===== src/pmm_ram.sv =====
module pmm_ram #(
  parameter int W = 8,
  parameter int D = 16
) (
  input  logic                                  clk,
  input  logic                                  we,
  input  logic [((D > 1) ? $clog2(D) : 1)-1:0]  waddr,
  input  logic [W-1:0]                          wdata,
  input  logic [((D > 1) ? $clog2(D) : 1)-1:0]  raddr,
  output logic [W-1:0]                          rdata
);

  logic [W-1:0] mem [D];

  always_ff @(posedge clk) begin
    if (we) begin
      mem[waddr] <= wdata;
    end
    rdata <= mem[raddr];
  end

endmodule


===== config.mk =====
export PLATFORM = sky130hd
export DESIGN_NAME = pmm_ram
export DESIGN_NICKNAME = d
export VERILOG_FILES = /design/src/pmm_ram.sv
export SDC_FILE = /design/constraint.sdc
export NUM_CORES = 1
export LEC_CHECK = 0
export BUFFER_PORTS_ARGS = -buffer_cell sky130_fd_sc_hd__buf_4
export CAP_MARGIN = 5
export CORE_ASPECT_RATIO = 2
export CORE_MARGIN = 4
export CORE_UTILIZATION = 30
export CTS_CLUSTER_SIZE = 20
export DETAILED_ROUTE_END_ITERATION = 10
export PLACE_DENSITY = 0.55
export SLEW_MARGIN = 20
export SYNTH_ARGS = -nofsm -noshare
export SYNTH_HDL_FRONTEND = slang
export SYNTH_SLANG_ARGS = --single-unit

===== constraint.sdc =====
create_clock -name clk -period 1.8 [get_ports clk]
set_clock_uncertainty 0.05 [all_clocks]
set_input_delay 0.27 -clock clk [delete_from_list [all_inputs] [get_ports clk]]
set_output_delay 0.27 -clock clk [all_outputs]
set_load 0.02 [all_outputs]

* After elaboration in Yosys (flattened, before gate mapping)
Memories as Yosys holds them, arrays and structs flattened. A register that Yosys moved wholly into a read port is not among the register bits.
Cells that the tools add are included.
W data, S select, Z words.
** Cells by class
- Multiplexer cells :: 2
** Operator list (count)
- $mux W1 :: 2
** Word-level totals
- Memories kept :: 1
- Output and inout port bits :: 8
- Bits of input ports :: 18
- Logic and storage cells :: 3
- Flip-flop bits (word level) :: 0
- Memory bits (writable) :: 128
** Memory list
- mem :: depth 16, width 8, rd ports 1, clocked after memory_dff 1, write ports 1, RTL line 13 : logic [W-1:0] mem [D];

* Longest topological paths before layout
- Depth after elaboration :: 2
- Gate-level depth with buffers :: 5
- Depth with buffers taken out :: 3

* Worst setup path before layout
Ideal clock, no wire load.
- Path kind :: input port to flip-flop
- From :: input waddr[2] in the netlist's numbering
- To :: memory mem[0][0] (enable)
- Arrival time :: 1.380 ns
- Setup slack :: -0.013 ns
- Cell stages on the path :: 2
- Buffers on the path :: 0
- Path through :: or3b_2 > nor3_1
** RTL lines
- start, declared :: RTL line 7 : input logic [((D > 1) ? $clog2(D) : 1)-1:0] waddr,
- end, declared :: RTL line 13
No word-level cell before the write port.

==> flow_metrics.tcl <==
set metrics [dict create \
    vias 2414 \
    synth_area_leaders "edfxtp_1, mux4_2, mux4_1" \
    layout_common_cells "edfxtp_1, buf_4, mux4_2, clkbuf_16, a22oi_1" \
    cts_setup_buffers 0 \
    yosysTopAreaCellShare_pct 74.67 \
    critPathKind "reg2reg" \
    grt_pass1_vias 2665 \
    critPathSlowestCell "mux4_1" \
    final_nets 308 \
    synth_xor_area_share_pct 0 \
    r2r_slack_ps 410 \
    first_pass_iters 4 \
    peakVddDrop_v 0.0005682 \
    yosys_register_bits 136 \
    p_per_area_nw_per_um2 1189 \
    clkTransAtPathRegs_ps 60 \
    cts_root_buffer "clkbuf_16" \
    setup_tns_ps 0 \
    critPathCapture "rdata[0]$_DFF_P_" \
    synth_fa_ha_area_share_pct 0 \
    netlist_area_sq_um 5147 \
    critical-path-top-delay-family "multiplexers" \
    cts_tree "yes" \
    startpoint "mem[5][0]$_DFFE_PP_" \
    antenna_found_initial 0 \
    syn_inst 229 \
    synth_top_family_by_area "multiplexers" \
    fmax_mhz 720.3 \
    port_buffers 25 \
    maxSlewViolCount 0 \
    drtIter0Drc 175 \
    cts_num_sinks 136 \
    final-setup-viol-count 0 \
    reg2reg_from "mem[5][0]$_DFFE_PP_" \
    rows 67 \
    p_leak_nw 2.183 \
    fin_crit_ps 1388 \
    hold_viol_final 0 \
    ys_types 19 \
    avgSynthCellArea_sq_um 22.48 \
    outcome "finished, final reports clean" \
    postRouteAntennaNets 0 \
    crit_fanout 1 \
    hold_path.class "in2reg" \
    core_area_sq_um 16850 \
    die_y_um 193.2 \
    grt_max_degree 20 \
    syn_nets 247 \
    use_met2_pct 21.30 \
    grt_pass1_wl_um 15930 \
    synthMuxAreaShare_pct 15.02 \
    cp_cell_sequence "mux4_1 -> a22oi_1 -> nand2_1" \
    fin_crit_sh_pct 77.13 \
    wirelength_um 10580 \
    critPathRequiredTime_ps 2040 \
    io_pins 26 \
    tightest_slew_ps 444.1 \
    viasPerCell 4.733 \
    synth-seq-area-share_pct 77.78 \
    worst-path-buf-inv 0 \
    syn_to_final_growth_pct 24.19 \
    max_slew_margin_pct 70.39 \
    gp_congestion 0.7375 \
    drc 0 \
    grt-busiest-layer "met2" \
    crit_arrival_ps 1620 \
    htreeDepth 4 \
    cp-start-kind "register" \
    synth_compound_area_share_pct 2.333 \
    met3_usage_pct 2.776 \
    mostFrequentLayoutCell "edfxtp_1" \
    initial_core_util_pct 30.55 \
    post-route-util_pct 37.94 \
    worstRegToRegCells 3 \
    insertion_delay_ps 410 \
    cts-resized-gates 0 \
    wire_per_inst_um 20.75 \
    die_w_um 100.6 \
    path_depth 3 \
    gr-total-overflow 0 \
    track_usage_pct 11.61 \
    worstReg2RegEnd "rdata[0]$_DFF_P_" \
    num_antenna_cells 0 \
    place_area_sq_um 5753 \
    dp_hpwl_um 7567 \
    fin_area_sq_um 6392 \
    maxCapViolations 0 \
    cts_hold_buffers 0 \
    cts_inserted_buffers 17 \
    clock_tree.buffer_depth 2 \
    die_area_sq_um 19450 \
    grt_use_met1_pct 11.47 \
    rsz0062_at_grt "no" \
    ys_warn_count 0 \
    yosys.area_share.simple_pct 3.184 \
    slowest_delay_ps 540 \
    endpoint_kind "register" \
    yosysTopAreaCell "edfxtp_1" \
    drive_gt1_share_pct 34.32 \
]
[cell usage after synthesis, drive strengths merged]
library cell / instances
a22oi: 16
nand2: 9
buf: 7
edfxtp: 128
nor3: 4
nand3b: 2
mux4: 32
dfxtp: 8
and2: 1
nor2b: 1
nor2: 13
nand3: 1
clkdlybuf4s25: 3
nand2b: 2
and2b: 1
or3b: 1
[routing by layer]
metal	share of wire [%]	vias up	routed length (um)
met5	0	-	0
met4	2.8	0	292
met3	2.8	15	295
met2	59	48	6228
met1	36	1257	3764
li1	-	1094	-
[stage by stage]
step                      hold slack (ps)  instances  power (mW)  setup slack [ps]
after floorplan                     318.9        229       3.827             213.9
after global placement              517.4        478       4.014             121.7
after detailed placement            537.8        478       4.024             132.0
after CTS                           104.1        510       7.679             398.5
after global routing                115.1        510       7.858             346.3
final                               116.3        510       7.601             411.7
[state kept, by name (all words and copies together), names as in the netlist]
name   cells
rdata      8
mem      128
[worst min path at each step]
stage	depth (start not counted)	endpoint	from	slack, ps
6_report	1	mem[9][5]$_DFFE_PP_	wdata[5]	120
5_1_grt	1	mem[9][5]$_DFFE_PP_	wdata[5]	120
4_1_cts	1	mem[9][5]$_DFFE_PP_	wdata[5]	100
3_5_place_dp	1	mem[9][5]$_DFFE_PP_	wdata[5]	540
3_3_place_gp	1	mem[6][7]$_DFFE_PP_	wdata[7]	520
2_1_floorplan	0	mem[0][0]$_DFFE_PP_	wdata[0]	320
[area by class of cell]
class                   instances  area [sq um]
fillers                      1488         10460
clock buffers                  20         466.7
flip-flops and latches        136          4004
multi-input cells              83          1062
repair buffers                 52         427.9
well taps                     207         259.0
clock inverters                12         172.7
[cells by family after synthesis]
group / after synthesis
flip-flops: 136
AND/OR/NAND/NOR: 35
multiplexers: 32
AO/OA/AOI/OAI: 16
buffers and inverters: 10
[report_power, final]
part | leakage (nW) | switching [mW] | total, mW | internal (mW)
Combinational | 0.648 | 0.207 | 0.383 | 0.176
Clock | 0.312 | 1.23 | 3.66 | 2.42
Sequential | 1.22 | 0.0219 | 3.56 | 3.54
Total | 2.18 | 1.46 | 7.60 | 6.14
No activity file was read; power rests on OpenSTA's default activity.
