[config.mk]
export PLATFORM = sky130hd
export DESIGN_NAME = pmm_div
export DESIGN_NICKNAME = d
export VERILOG_FILES = /design/src/pmm_div.sv
export SDC_FILE = /design/constraint.sdc
export NUM_CORES = 1
export LEC_CHECK = 0
export ABC_CLOCK_PERIOD_IN_PS = 5100
export BUFFER_PORTS_ARGS = -buffer_cell sky130_fd_sc_hd__buf_2
export CORE_MARGIN = 2
export CORE_UTILIZATION = 55
export DETAILED_ROUTE_END_ITERATION = 8
export GPL_TIMING_DRIVEN = 0
export PLACE_DENSITY_LB_ADDON = 0.15
export SYNTH_ARGS = -nofsm -noshare
export SYNTH_HDL_FRONTEND = slang
export SYNTH_SLANG_ARGS = --single-unit
[constraint.sdc]
create_clock -name clk -period 5.1 [get_ports clk]
set_input_delay 1.02 -clock clk [delete_from_list [all_inputs] [get_ports clk]]
set_output_delay 1.02 -clock clk [all_outputs]
set_load 0.005 [all_outputs]
[src/pmm_div.sv]
module pmm_div #(
  parameter int NW = 20,
  parameter int DW = 9
) (
  input  logic          clk,
  input  logic          rst_n,
  input  logic          go,
  input  logic [NW-1:0] num,
  input  logic [DW-1:0] den,
  output logic          done,
  output logic [NW-1:0] quo,
  output logic [DW-1:0] rem
);

  localparam int CNTW = $clog2(NW + 1);

  logic            run_r;
  logic            done_r;
  logic [CNTW-1:0] cnt_r;
  logic [NW-1:0]   quo_r;
  logic [DW-1:0]   rem_r;
  logic [DW-1:0]   den_r;
  logic [DW:0]     rem_sh;
  logic            ge;
  logic [DW-1:0]   rem_nxt;
  logic [NW-1:0]   quo_nxt;

  // one quotient bit a cycle, restoring
  always_comb begin
    rem_sh  = {rem_r, quo_r[NW-1]};
    ge      = rem_sh >= {1'b0, den_r};
    rem_nxt = ge ? DW'(rem_sh - {1'b0, den_r}) : DW'(rem_sh);
    quo_nxt = {quo_r[NW-2:0], ge};
  end

  always_ff @(posedge clk) begin
    if (!rst_n) begin
      run_r  <= 1'b0;
      done_r <= 1'b0;
      cnt_r  <= '0;
    end else begin
      done_r <= 1'b0;
      if (go) begin
        run_r <= 1'b1;
        cnt_r <= CNTW'(NW);
        quo_r <= num;
        rem_r <= '0;
        den_r <= den;
      end else if (run_r) begin
        quo_r <= quo_nxt;
        rem_r <= rem_nxt;
        cnt_r <= cnt_r - 1'b1;
        if (cnt_r == CNTW'(1)) begin
          run_r  <= 1'b0;
          done_r <= 1'b1;
        end
      end
    end
  end

  assign done = done_r;
  assign quo  = quo_r;
  assign rem  = rem_r;

endmodule
# Word level (Yosys, flattened, before mapping)
# Index checks and enable logic that the tools add are counted.
classes:
  reduce_logical: 5
  n_addsub: 2
  n_eq_ne: 1
  mux: 10
  order_cmp: 1
  bitwise: 2
op_table:
  columns: ["operator", "count"]
  rows:
  - ["2-to-1 mux 20 bit", 2]
  - ["2-to-1 mux 9 bit", 2]
  - [">= comparator 10 x 9 -> 1 bit", 1]
  - ["2-to-1 mux 5 bit", 2]
  - ["subtractor 9 bit", 1]
  - ["equality test 5 x 1 -> 1 bit, second input constant", 1]
  - ["subtractor 5 x 1 -> 5 bit, second input constant", 1]
  - ["2-to-1 mux 1 bit", 4]
  - ["AND reduction 2 bit", 2]
  - ["OR reduction 3 bit", 1]
  - ["NOT 1 bit", 2]
  - ["nonzero test 2 bit", 1]
  - ["OR reduction 2 bit", 1]
totals:
  regBits: 45
  out_inout_bits: 30

# Depth between registers and ports, before layout
# Gate-level depths: netlist of the first run.
depth:
  depth_word: 4
  depth_mapped: 10
  ltp_nobuf: 9

# Worst setup path after synthesis of the first run
# OpenSTA, ideal clock, no wires.
synth_timing:
  kind: "input to register"
  start: "in go"
  end: "reg quo_r[0] (netlist: quo[0]), enable pin"
  stages: 2
  path_buffers: 1
  setup_time_ps: 388
  arrival_ps: 2002
  slack_ps: 2710
  cell_sequence: "clkbuf_1 -> o21a_1"
synth_between:
  elab_chain_cells: 2
synth_lines:
  columns: ["item", "line", "rtl"]
  rows:
  - ["start, declared", "7", "input logic go,"]
  - ["nonzero test 2 bit (no source line)", null, null]
  - ["AND reduction 2 bit (no source line)", null, null]
  - ["end signal, assigned", "46", "quo_r <= num;"]
  - ["end signal, assigned", "50", "quo_r <= quo_nxt;"]
  - ["end, declared", "20", "logic [NW-1:0] quo_r;"]
# No other way between the ends.
# A chain may end at the register's enable or synchronous reset.

# Worst setup path in the final report of the first run
layout_timing:
  start: "reg quo_r[19] (netlist: quo[19])"
  end: "reg quo_r[0] (netlist: quo[0]) (data pin)"
layout_between:
  elab_chain_cells: 3
layout_lines:
  columns: ["item", "line", "rtl"]
  rows:
  - [">= comparator 10 x 9 -> 1 bit", "31", "ge = rem_sh >= {1'b0, den_r};"]
  - ["2-to-1 mux 20 bit", "49", "end else if (run_r) begin"]
  - ["2-to-1 mux 20 bit", "43", "if (go) begin"]
# No other way between the ends. The select of a mux whose other input is x is not followed.

==> flow_metrics.tcl, run 1 <==
set metrics [dict create \
    status "complete, no violations" \
    drt_first_pass_iters 4 \
    required_ns 5.16 \
    finalSetupViolations 0 \
    numCtsBuffers 5 \
    dr_total_vias 1552 \
    drive_above_1_share_pct 41.2 \
    busiest_layer "met2" \
    finalClockSkew_ns 0.0151 \
    grt_use_total_pct 18.7 \
    powerDensity_nw_per_um2 331 \
    fmax_ghz 0.391 \
    syn_area_um2 2340 \
    hp-class "reg -> reg" \
    cts_tree "built" \
    clkTransAtPathRegs_ns 0.09 \
    die_w_um 69.2 \
    slew_headroom_pct 59.9 \
    dpl.hpwl_um 3180 \
    period_minus_slack_ns 2.56 \
    worst_slew_pin_slew_ns 0.602 \
    cts.htree.levels 2 \
    antenna_found_initial 0 \
    rsz0062_at_grt "false" \
    cts_resized 0 \
    worstSkewPairLatency_ns 0.30 \
    met3_usage_pct 4.80 \
    coreArea_um2 4060 \
    multi_input_area_um2 972 \
    postCtsHoldBufs 0 \
    numPortBuffers 60 \
    finalMaxSlewViolations 0 \
    critPathLaunchType "flop" \
    io_pins 62 \
    hold_viol 0 \
    post-cts-setup-buffer-count 0 \
    synth_cell_types 45 \
    cts.sinks 45 \
    first_global_vias 1577 \
    p_leak_nw 1.20 \
    place_congestion 0.840 \
    syn_inst 174 \
    fin_crit_sh_pct 50.2 \
    final_core_util_pct 70.2 \
    seq_area_frac_synth_pct 54.8 \
    crit_path_end_kind "flop" \
    grt_overflow 0 \
    nets 286 \
    pre_cts_ws_ns 2.30 \
    route.detailed.drc 0 \
    synthArstFlopShare_pct 0 \
    die-area_um2 4790 \
    ys_seq_elements 45 \
    detail-route-antenna-nets 0 \
    crit_type "reg -> reg" \
    syn_to_final_growth_pct 21.7 \
    grt_max_degree 31 \
    seqCellArea_um2 1280 \
    worst_slack_ns 2.54 \
    row_count 23 \
    dr.first_iter.drc_count 52 \
    synth-edff-count 38 \
    cp_max_fo 10 \
    totalNegativeSetupSlack_ns 0 \
    cap_violations 0 \
    grt_pass1_wl_um 7110 \
    syn_area_per_cell_um2 13.4 \
    initial_core_util_pct 57.7 \
    synthFlopType "edfxtp_1" \
    root_buffer "clkbuf_8" \
    met1_usage_pct 22.1 \
    clockBufferDepth 2 \
    grt_util_met2_pct 33.4 \
    diodes 0 \
    rrSetupSlack_ns 2.54 \
    avgRoutedWirePerCell_um 15.2 \
    worst_ep_arrival_time_ns 2.62 \
    totalWireLength_um 4450 \
    syn_nets 218 \
    die_h_um 69.2 \
    yosys_warnings 0 \
    ir_drop_mv 0.192 \
    viasPerCell 5.30 \
    n_fill_cell 297 \
]
## layer usage
layer	routed length, um	share of wire, %	vias to the layer above
met5	0	0	-
met4	17	0.38	0
met3	264	5.9	2
met2	2270	51	41
met1	1890	43	736
li1	-	-	773
## synth_stat cells, types with 2 or more instances
master,instances,share of area (%)
a211oi_2,2,1.1
a21o_1,3,0.96
a21oi_1,4,0.86
clkbuf_1,3,0.48
dfxtp_1,7,6.0
edfxtp_1,38,49
ha_1,11,5.9
inv_1,16,2.6
mux2_2,20,9.6
mux2i_1,3,1.3
nand2_1,5,0.80
nand2b_1,2,0.53
nand3_1,3,0.64
nor2_1,11,1.8
nor4b_1,2,0.75
o2111ai_1,2,0.75
o21a_1,4,1.3
o21ai_0,3,0.64
or2_0,3,0.80
or3_1,2,0.53
xnor2_1,6,2.2
## kinds of logic after synthesis
kind of cell / after synthesis / synth area share (%)
AO/OA/AOI/OAI: 29 / 11.9
AND/OR/NAND/NOR: 36 / 8.72
buffers and inverters: 21 / 3.69
XOR/XNOR: 7 / 2.62
multiplexers: 24 / 11.6
flip-flops: 45 / 54.8
adder cells (fa/ha/maj): 12 / 6.74
## where the power goes
| part | switching (mW) | internal (mW) |
|---|---|---|
| sequential | 0.0178 | 0.435 |
| combinational | 0.105 | 0.106 |
| clock | 0.119 | 0.160 |
## worst paths after layout
check	from	end	cells after the start
worst max-delay path	quo[19]$_DFFE_PP_	quo[0]$_DFFE_PP_	9
worst min-delay path	cnt_r[1]$_SDFFE_PP0P_	cnt_r[1]$_SDFFE_PP0P_	2
worst max register to register	quo[19]$_DFFE_PP_	quo[0]$_DFFE_PP_	9
worst min register to register	cnt_r[1]$_SDFFE_PP0P_	cnt_r[1]$_SDFFE_PP0P_	2
## worst max-delay path: stages (launching register included)
cell and delay (ns):
edfxtp_1 0.43, inv_1 0.08, ha_1 0.16, inv_1 0.05, fa_1 0.40, a21o_1 0.22
a221oi_4 0.37, a31oi_4 0.17, buf_6 0.18, mux2_2 0.26
## registers in the layout, summed over array words and instances, names as in the netlist
register and count:
rem 9, cnt_r 5, done 1, quo 20, den_r 9, run_r 1
## cell usage in the layout (no fill, tap or decap), types with 4 or more instances in the layout
master    synthesis  final
o21a_1            4      4
clkbuf_1          3      4
buf_2             0     60
clkbuf_8          0      6
ha_1             11     11
a21oi_1           4      4
edfxtp_1         38     38
nand2_1           5      5
xnor2_1           6      6
inv_1            16     16
nor2_1           11     11
mux2_2           20     20
dfxtp_1           7      7
## layout make-up
type,count,area share (%)
Inverter,16,2.11
Sequential cell,45,45.0
Multi-Input combinational cell,108,34.2
Tap cell,50,2.20
Buffer,5,0.923
Clock inverter,1,1.05
Clock buffer,7,3.03
Timing Repair Buffer,61,11.5
## metrics by stage
| stage | hold WS [ns] | instances | instance area [um^2] | total power [mW] |
|---|---|---|---|---|
| after floorplan | 0.468 | 174 | 2340 | 0.611 |
| after global placement | 0.483 | 284 | 2700 | 0.665 |
| after detailed placement | 0.512 | 284 | 2700 | 0.669 |
| after CTS | 0.519 | 292 | 2820 | 0.944 |
| after global routing | 0.559 | 293 | 2850 | 0.986 |
| final | 0.522 | 293 | 2850 | 0.942 |
(Power assumes the default switching activity.)
==> run 2, diff against run 1 <==
- ABC_CLOCK_PERIOD_IN_PS: 5100 -> 2200
- CORE_UTILIZATION: 55 -> 47
- clock period: 5.1 -> 2.2 ns (I/O delays scaled with it)
==> run 2 against run 1 <==
The run now ends with setup timing left. Sequential power up 130%. Clock power up 80%. Fmax up 8.6%. Final area up 1.8%. Combinational power rose to 2.6 times the previous value. Cell count up 8.2%. First-iteration DRC count up 1.9%. Core utilization down 9.2 points. Die area up 16%. Total power up 120%. Global-route usage down 1.2 points. Largest cell class unchanged.
==> flow_metrics.tcl, run 2 (synthesis gave the netlist of run 1 again) <==
set metrics [dict create \
    status "finished with violations" \
    violations "setup timing" \
    syn_to_final_growth_pct 23.9 \
    hold_viol 0 \
    cts.sinks 45 \
    rsz0062_at_grt "true" \
    cpPeakStageDelay_ns 0.40 \
    final_cells 317 \
    ir_drop_mv 0.453 \
    final_cell_mix "buf_2 (61), edfxtp_1 (38), mux2_2 (20), inv_1 (15), nor2_1 (11)" \
    grt_overflow 0 \
    nets 293 \
    viasPerCell 5.00 \
    clockBufferDepth 2 \
    root_buffer "clkbuf_8" \
    totalWireLength_um 4490 \
    critPathTopFamily "compound AO/OA/AOI/OAI gates" \
    row_count 25 \
    finalMaxSlewViolations 0 \
    p_leak_nw 1.22 \
    die-area_um2 5560 \
    clkTransAtPathRegs_ns 0.09 \
    largest_reg_flops 20 \
    fin_crit_sh_pct 107 \
    grt_use_total_pct 17.5 \
    place_congestion 0.758 \
    period_minus_slack_ns 2.36 \
    initial_core_util_pct 49.2 \
    power_mw 2.10 \
    io_pins 62 \
    postCtsHoldBufs 0 \
    drt_first_pass_iters 4 \
    dr.first_iter.drc_count 53 \
    holdWs_ns 0.313 \
    powerDensity_nw_per_um2 723 \
    path_cells "inv_1 > ha_2 > inv_2 > fa_2 > a21o_1 > a221oi_4 > a31oi_4 > buf_6 > mux2_2" \
    dp_cells 301 \
    crit_type "reg -> reg" \
    hp-class "in -> reg" \
    final_common_cell "buf_2" \
    dpl.hpwl_um 3150 \
    grt_pass1_wl_um 7200 \
    route.detailed.drc 0 \
    cts_tree "built" \
    worst_slack_ns -0.156 \
    drive_above_1_share_pct 46.0 \
    finalSetupViolations 10 \
    postPlaceCellArea_um2 2730 \
    dr_total_vias 1585 \
    diodes 0 \
    crit_path_end_kind "flop" \
    numCtsBuffers 5 \
    numPortBuffers 60 \
    postLayoutCellArea_um2 2900 \
    slew_headroom_pct 51.3 \
    fmax_ghz 0.424 \
    antenna_found_initial 0 \
    critPathBufInv 3 \
    die_h_um 74.6 \
    finalClockSkew_ns 0.0101 \
    detail-route-antenna-nets 0 \
    grt_max_degree 31 \
    coreArea_um2 4750 \
    worst_ep_arrival_time_ns 2.42 \
    cts.htree.levels 2 \
    cap_violations 0 \
    die_w_um 74.6 \
    worstSkewPairLatency_ns 0.30 \
    cp_max_fo 5 \
    cp_slowest_cell "edfxtp_1" \
    worst_slew_pin_slew_ns 0.731 \
    critPathLaunchType "flop" \
    first_global_vias 1546 \
    required_ns 2.26 \
    avgRoutedWirePerCell_um 14.2 \
]
run 2: cell count changes in the layout (fill, tap and decap cells not counted), sizes merged:
cell / previous run / this run
clkinv: 0 / 2
bufinv: 1 / 0
clkbuf: 10 / 9
buf: 63 / 70
run 2: worst paths after layout:
| path | startpoint | endpoint | slack [ns] | cells past startpoint |
|---|---|---|---|---|
| setup / recovery | quo[19]$_DFFE_PP_ | quo[0]$_DFFE_PP_ | -0.16 | 9 |
| hold reg to reg | cnt_r[1]$_SDFFE_PP0P_ | cnt_r[1]$_SDFFE_PP0P_ | 0.51 | 2 |
| hold / removal | den[5] | den_r[5]$_DFFE_PP_ | 0.31 | 1 |
| setup reg to reg | quo[19]$_DFFE_PP_ | quo[0]$_DFFE_PP_ | -0.16 | 9 |
run 2: cell type report:
| class | instances | area [um^2] |
|---|---|---|
| inverter | 16 | 60.1 |
| sequential | 45 | 1280 |
| buffer | 5 | 26.3 |
| clock buffer | 6 | 72.6 |
| multi-input combinational | 108 | 1000 |
| tap | 67 | 83.8 |
| clock inverter | 2 | 10.0 |
| timing repair buffer | 68 | 362 |
| fill | 412 | 1860 |
run 2: what timing repair did:
| action | CTS | global route |
|---|---|---|
| cloned | 1 | 0 |
| setup buffers | 6 | 1 |
| endpoints found under the setup margin | 10 | 10 |
| pin swaps | 6 | 2 |
| gates resized for setup | 4 | 5 |
run 2: per-stage QoR:
| stage | utilization (%) | TNS [ns] | setup WS, ns |
|---|---|---|---|
| after floorplan | - | -0.557 | -0.138 |
| after global placement | 57.3 | -2.64 | -0.285 |
| after detailed placement | 57.3 | -2.31 | -0.269 |
| after CTS | 60.4 | -1.38 | -0.167 |
| after global routing | 61.0 | -2.45 | -0.271 |
| final | 61.0 | -1.21 | -0.156 |
run 2: routing by layer:
| metal | vias to the layer above | share of wire [%] | GRT usage [%] |
|---|---|---|---|
| met1 | 743 | 45 | 22.6 |
| met5 | - | 0 | 0 |
| met3 | 4 | 7.0 | 6.50 |
| met2 | 47 | 47 | 26.8 |
| met4 | 0 | 1.3 | 6.94 |
| li1 | 791 | - | - |
run 2: power by group:
group	internal, mW	switching [mW]
Combinational	0.279	0.263
Clock	0.221	0.282
Sequential	1.01	0.0416
Total	1.51	0.587
==> run 3, diff against run 2 <==
- ABC_CLOCK_PERIOD_IN_PS: 2200 -> 2000
- SKIP_LAST_GASP: not set -> 1
- clock period: 2.2 -> 2 ns (I/O delays scaled with it)
==> run 3 against run 2 <==
The flow still finishes with violations (setup timing). Via count shrank 0.25%. Total power is 9.7% higher. Critical path depth unchanged. Global-route usage stayed put. Clock-buffer cell count did not move. Sequential cell count stayed put. Highest routed layer unchanged. Wire length fell by 0.91%. Fmax is 0.31% higher. Non-clock buffer count did not move. Worst setup slack got worse by 0.19 ns.
==> flow_metrics.tcl, run 3 (synthesis gave the netlist of run 1 again) <==
set metrics [dict create \
    detail-route-antenna-nets 0 \
    postCtsHoldBufs 0 \
    syn_to_final_growth_pct 23.6 \
    slew_headroom_pct 51.6 \
    place_congestion 0.758 \
    grt_pass1_wl_um 7200 \
    totalWireLength_um 4450 \
    crit_path_end_kind "flop" \
    worst_slew_pin_slew_ns 0.726 \
    io_pins 62 \
    rrSetupSlack_ns -0.35 \
    reg2reg_from "quo[19]$_DFFE_PP_" \
    diodes 0 \
    cap_violations 0 \
    seqCellArea_um2 1280 \
    route.detailed.drc 0 \
    whs_path_depth 1 \
    worstSkewPairLatency_ns 0.30 \
    cts.htree.levels 2 \
    postPlaceCellArea_um2 2730 \
    crit_type "reg -> reg" \
    clockBufferDepth 2 \
    clkTransAtPathRegs_ns 0.09 \
    largest_reg_flops 20 \
    avgRoutedWirePerCell_um 14.0 \
    dpl.hpwl_um 3150 \
    internal_power_mw 1.66 \
    n_fill_cell 415 \
    cp_slowest_cell "edfxtp_1" \
    root_buffer "clkbuf_8" \
    die_w_um 74.6 \
    final_common_cell "buf_2" \
    final_cell_mix "buf_2 (61), edfxtp_1 (38), mux2_2 (20), inv_1 (15), nor2_1 (11)" \
    finalClockSkew_ns 0.0106 \
    numCtsBuffers 5 \
    cts.sinks 45 \
    grt_max_degree 31 \
    worst_slack_ns -0.349 \
    finalMaxSlewViolations 0 \
    status "finished with violations" \
    multi_input_area_um2 996 \
    die_h_um 74.6 \
    worst_ep_arrival_time_ns 2.41 \
    fmax_ghz 0.426 \
    critPathBufInv 3 \
    antenna_found_initial 0 \
    drt_first_pass_iters 4 \
    grt_use_total_pct 17.5 \
    period_minus_slack_ns 2.35 \
    hp-start "den[5]" \
    row_count 25 \
    min_to "den_r[5]$_DFFE_PP_" \
    coreArea_um2 4750 \
    initial_core_util_pct 49.2 \
    required_ns 2.06 \
    violations "setup timing" \
    p_switching_mw 0.644 \
    path_cells "inv_1 > ha_2 > inv_2 > fa_2 > a21o_1 > a221oi_4 > a31oi_4 > buf_6 > mux2_2" \
    postLayoutCellArea_um2 2890 \
    fin_crit_sh_pct 117 \
    finalSetupViolations 10 \
    r2r_end "quo[0]$_DFFE_PP_" \
    powerDensity_nw_per_um2 795 \
    cts_tree "built" \
    critPathTopFamily "compound AO/OA/AOI/OAI gates" \
    dr.first_iter.drc_count 54 \
    dr_total_vias 1581 \
    cp_max_fo 5 \
    hold_viol 0 \
    drive_above_1_share_pct 46.0 \
    cpPeakStageDelay_ns 0.40 \
    first_global_vias 1546 \
    hp-class "in -> reg" \
    final_core_util_pct 60.8 \
    ir_drop_mv 0.498 \
    totalNegativeSetupSlack_ns -3.13 \
    p_leak_nw 1.22 \
    viasPerCell 4.99 \
    critPathLaunchType "flop" \
    ff2ff_path_depth 9 \
    swShare_pct 28.0 \
    rsz0062_at_grt "true" \
    nets 293 \
    p_seq_share_pct 50.2 \
    clockPowerShare_pct 24.2 \
    grt_overflow 0 \
    die-area_um2 5560 \
    numPortBuffers 60 \
    p_comb_share_pct 25.6 \
]
-- run 3: cell counts in the layout (fill, tap and decap cells not counted) --
Identical to the previous run, type by type.
-- run 3: final cells by class --
cell class	count	area share [%]
Clock buffer	6	2.51
Buffer	5	0.909
Multi-Input combinational cell	108	34.4
Timing Repair Buffer	68	12.5
Inverter	16	2.08
Sequential cell	45	44.3
Clock inverter	2	0.346
Tap cell	67	2.90
-- run 3: power groups by stage --
stage               clock (mW)  combinational [mW]  sequential [mW]
floorplan                    0               0.386             1.17
global placement             0               0.525             1.17
detailed placement           0               0.531             1.18
CTS                      0.570               0.577             1.16
global route             0.598               0.653             1.16
finish                   0.555               0.589             1.15
-- run 3: repair_timing --
action,CTS,global route
pin swaps,6,2
endpoints found under the hold margin,0,0
cloned,1,0
gates resized for setup,4,3
setup endpoints to repair,10,10
setup buffers,6,1
-- run 3: per-stage QoR --
step / std cells / setup slack (ns) / power, mW / hold slack, ns
6_report: 317 / -0.349 / 2.30 / 0.272
5_1_grt: 317 / -0.460 / 2.42 / 0.256
2_1_floorplan: 174 / -0.338 / 1.56 / 0.468
3_5_place_dp: 301 / -0.469 / 1.71 / 0.501
4_1_cts: 316 / -0.367 / 2.30 / 0.261
3_3_place_gp: 301 / -0.485 / 1.70 / 0.488
-- run 3: worst max path at each step --
stage	slack, ns	startpoint	depth (start not counted)	end
5_1_grt	-0.46	quo[19]$_DFFE_PP_	10	rem[3]$_SDFFCE_PP0P_
2_1_floorplan	-0.34	quo[19]$_DFFE_PP_	9	quo[0]$_DFFE_PP_
3_3_place_gp	-0.49	quo[19]$_DFFE_PP_	9	quo[0]$_DFFE_PP_
6_report	-0.35	quo[19]$_DFFE_PP_	9	quo[0]$_DFFE_PP_
3_5_place_dp	-0.47	quo[19]$_DFFE_PP_	9	quo[0]$_DFFE_PP_
4_1_cts	-0.37	quo[19]$_DFFE_PP_	10	rem[3]$_SDFFCE_PP0P_
-- run 3: metal layers --
layer | vias up | share of wire [%] | global-route usage, %
met4 | 0 | 1.8 | 6.94
li1 | 790 | - | -
met3 | 6 | 7.9 | 6.50
met1 | 731 | 44 | 22.6
met2 | 54 | 46 | 26.8
met5 | - | 0 | 0
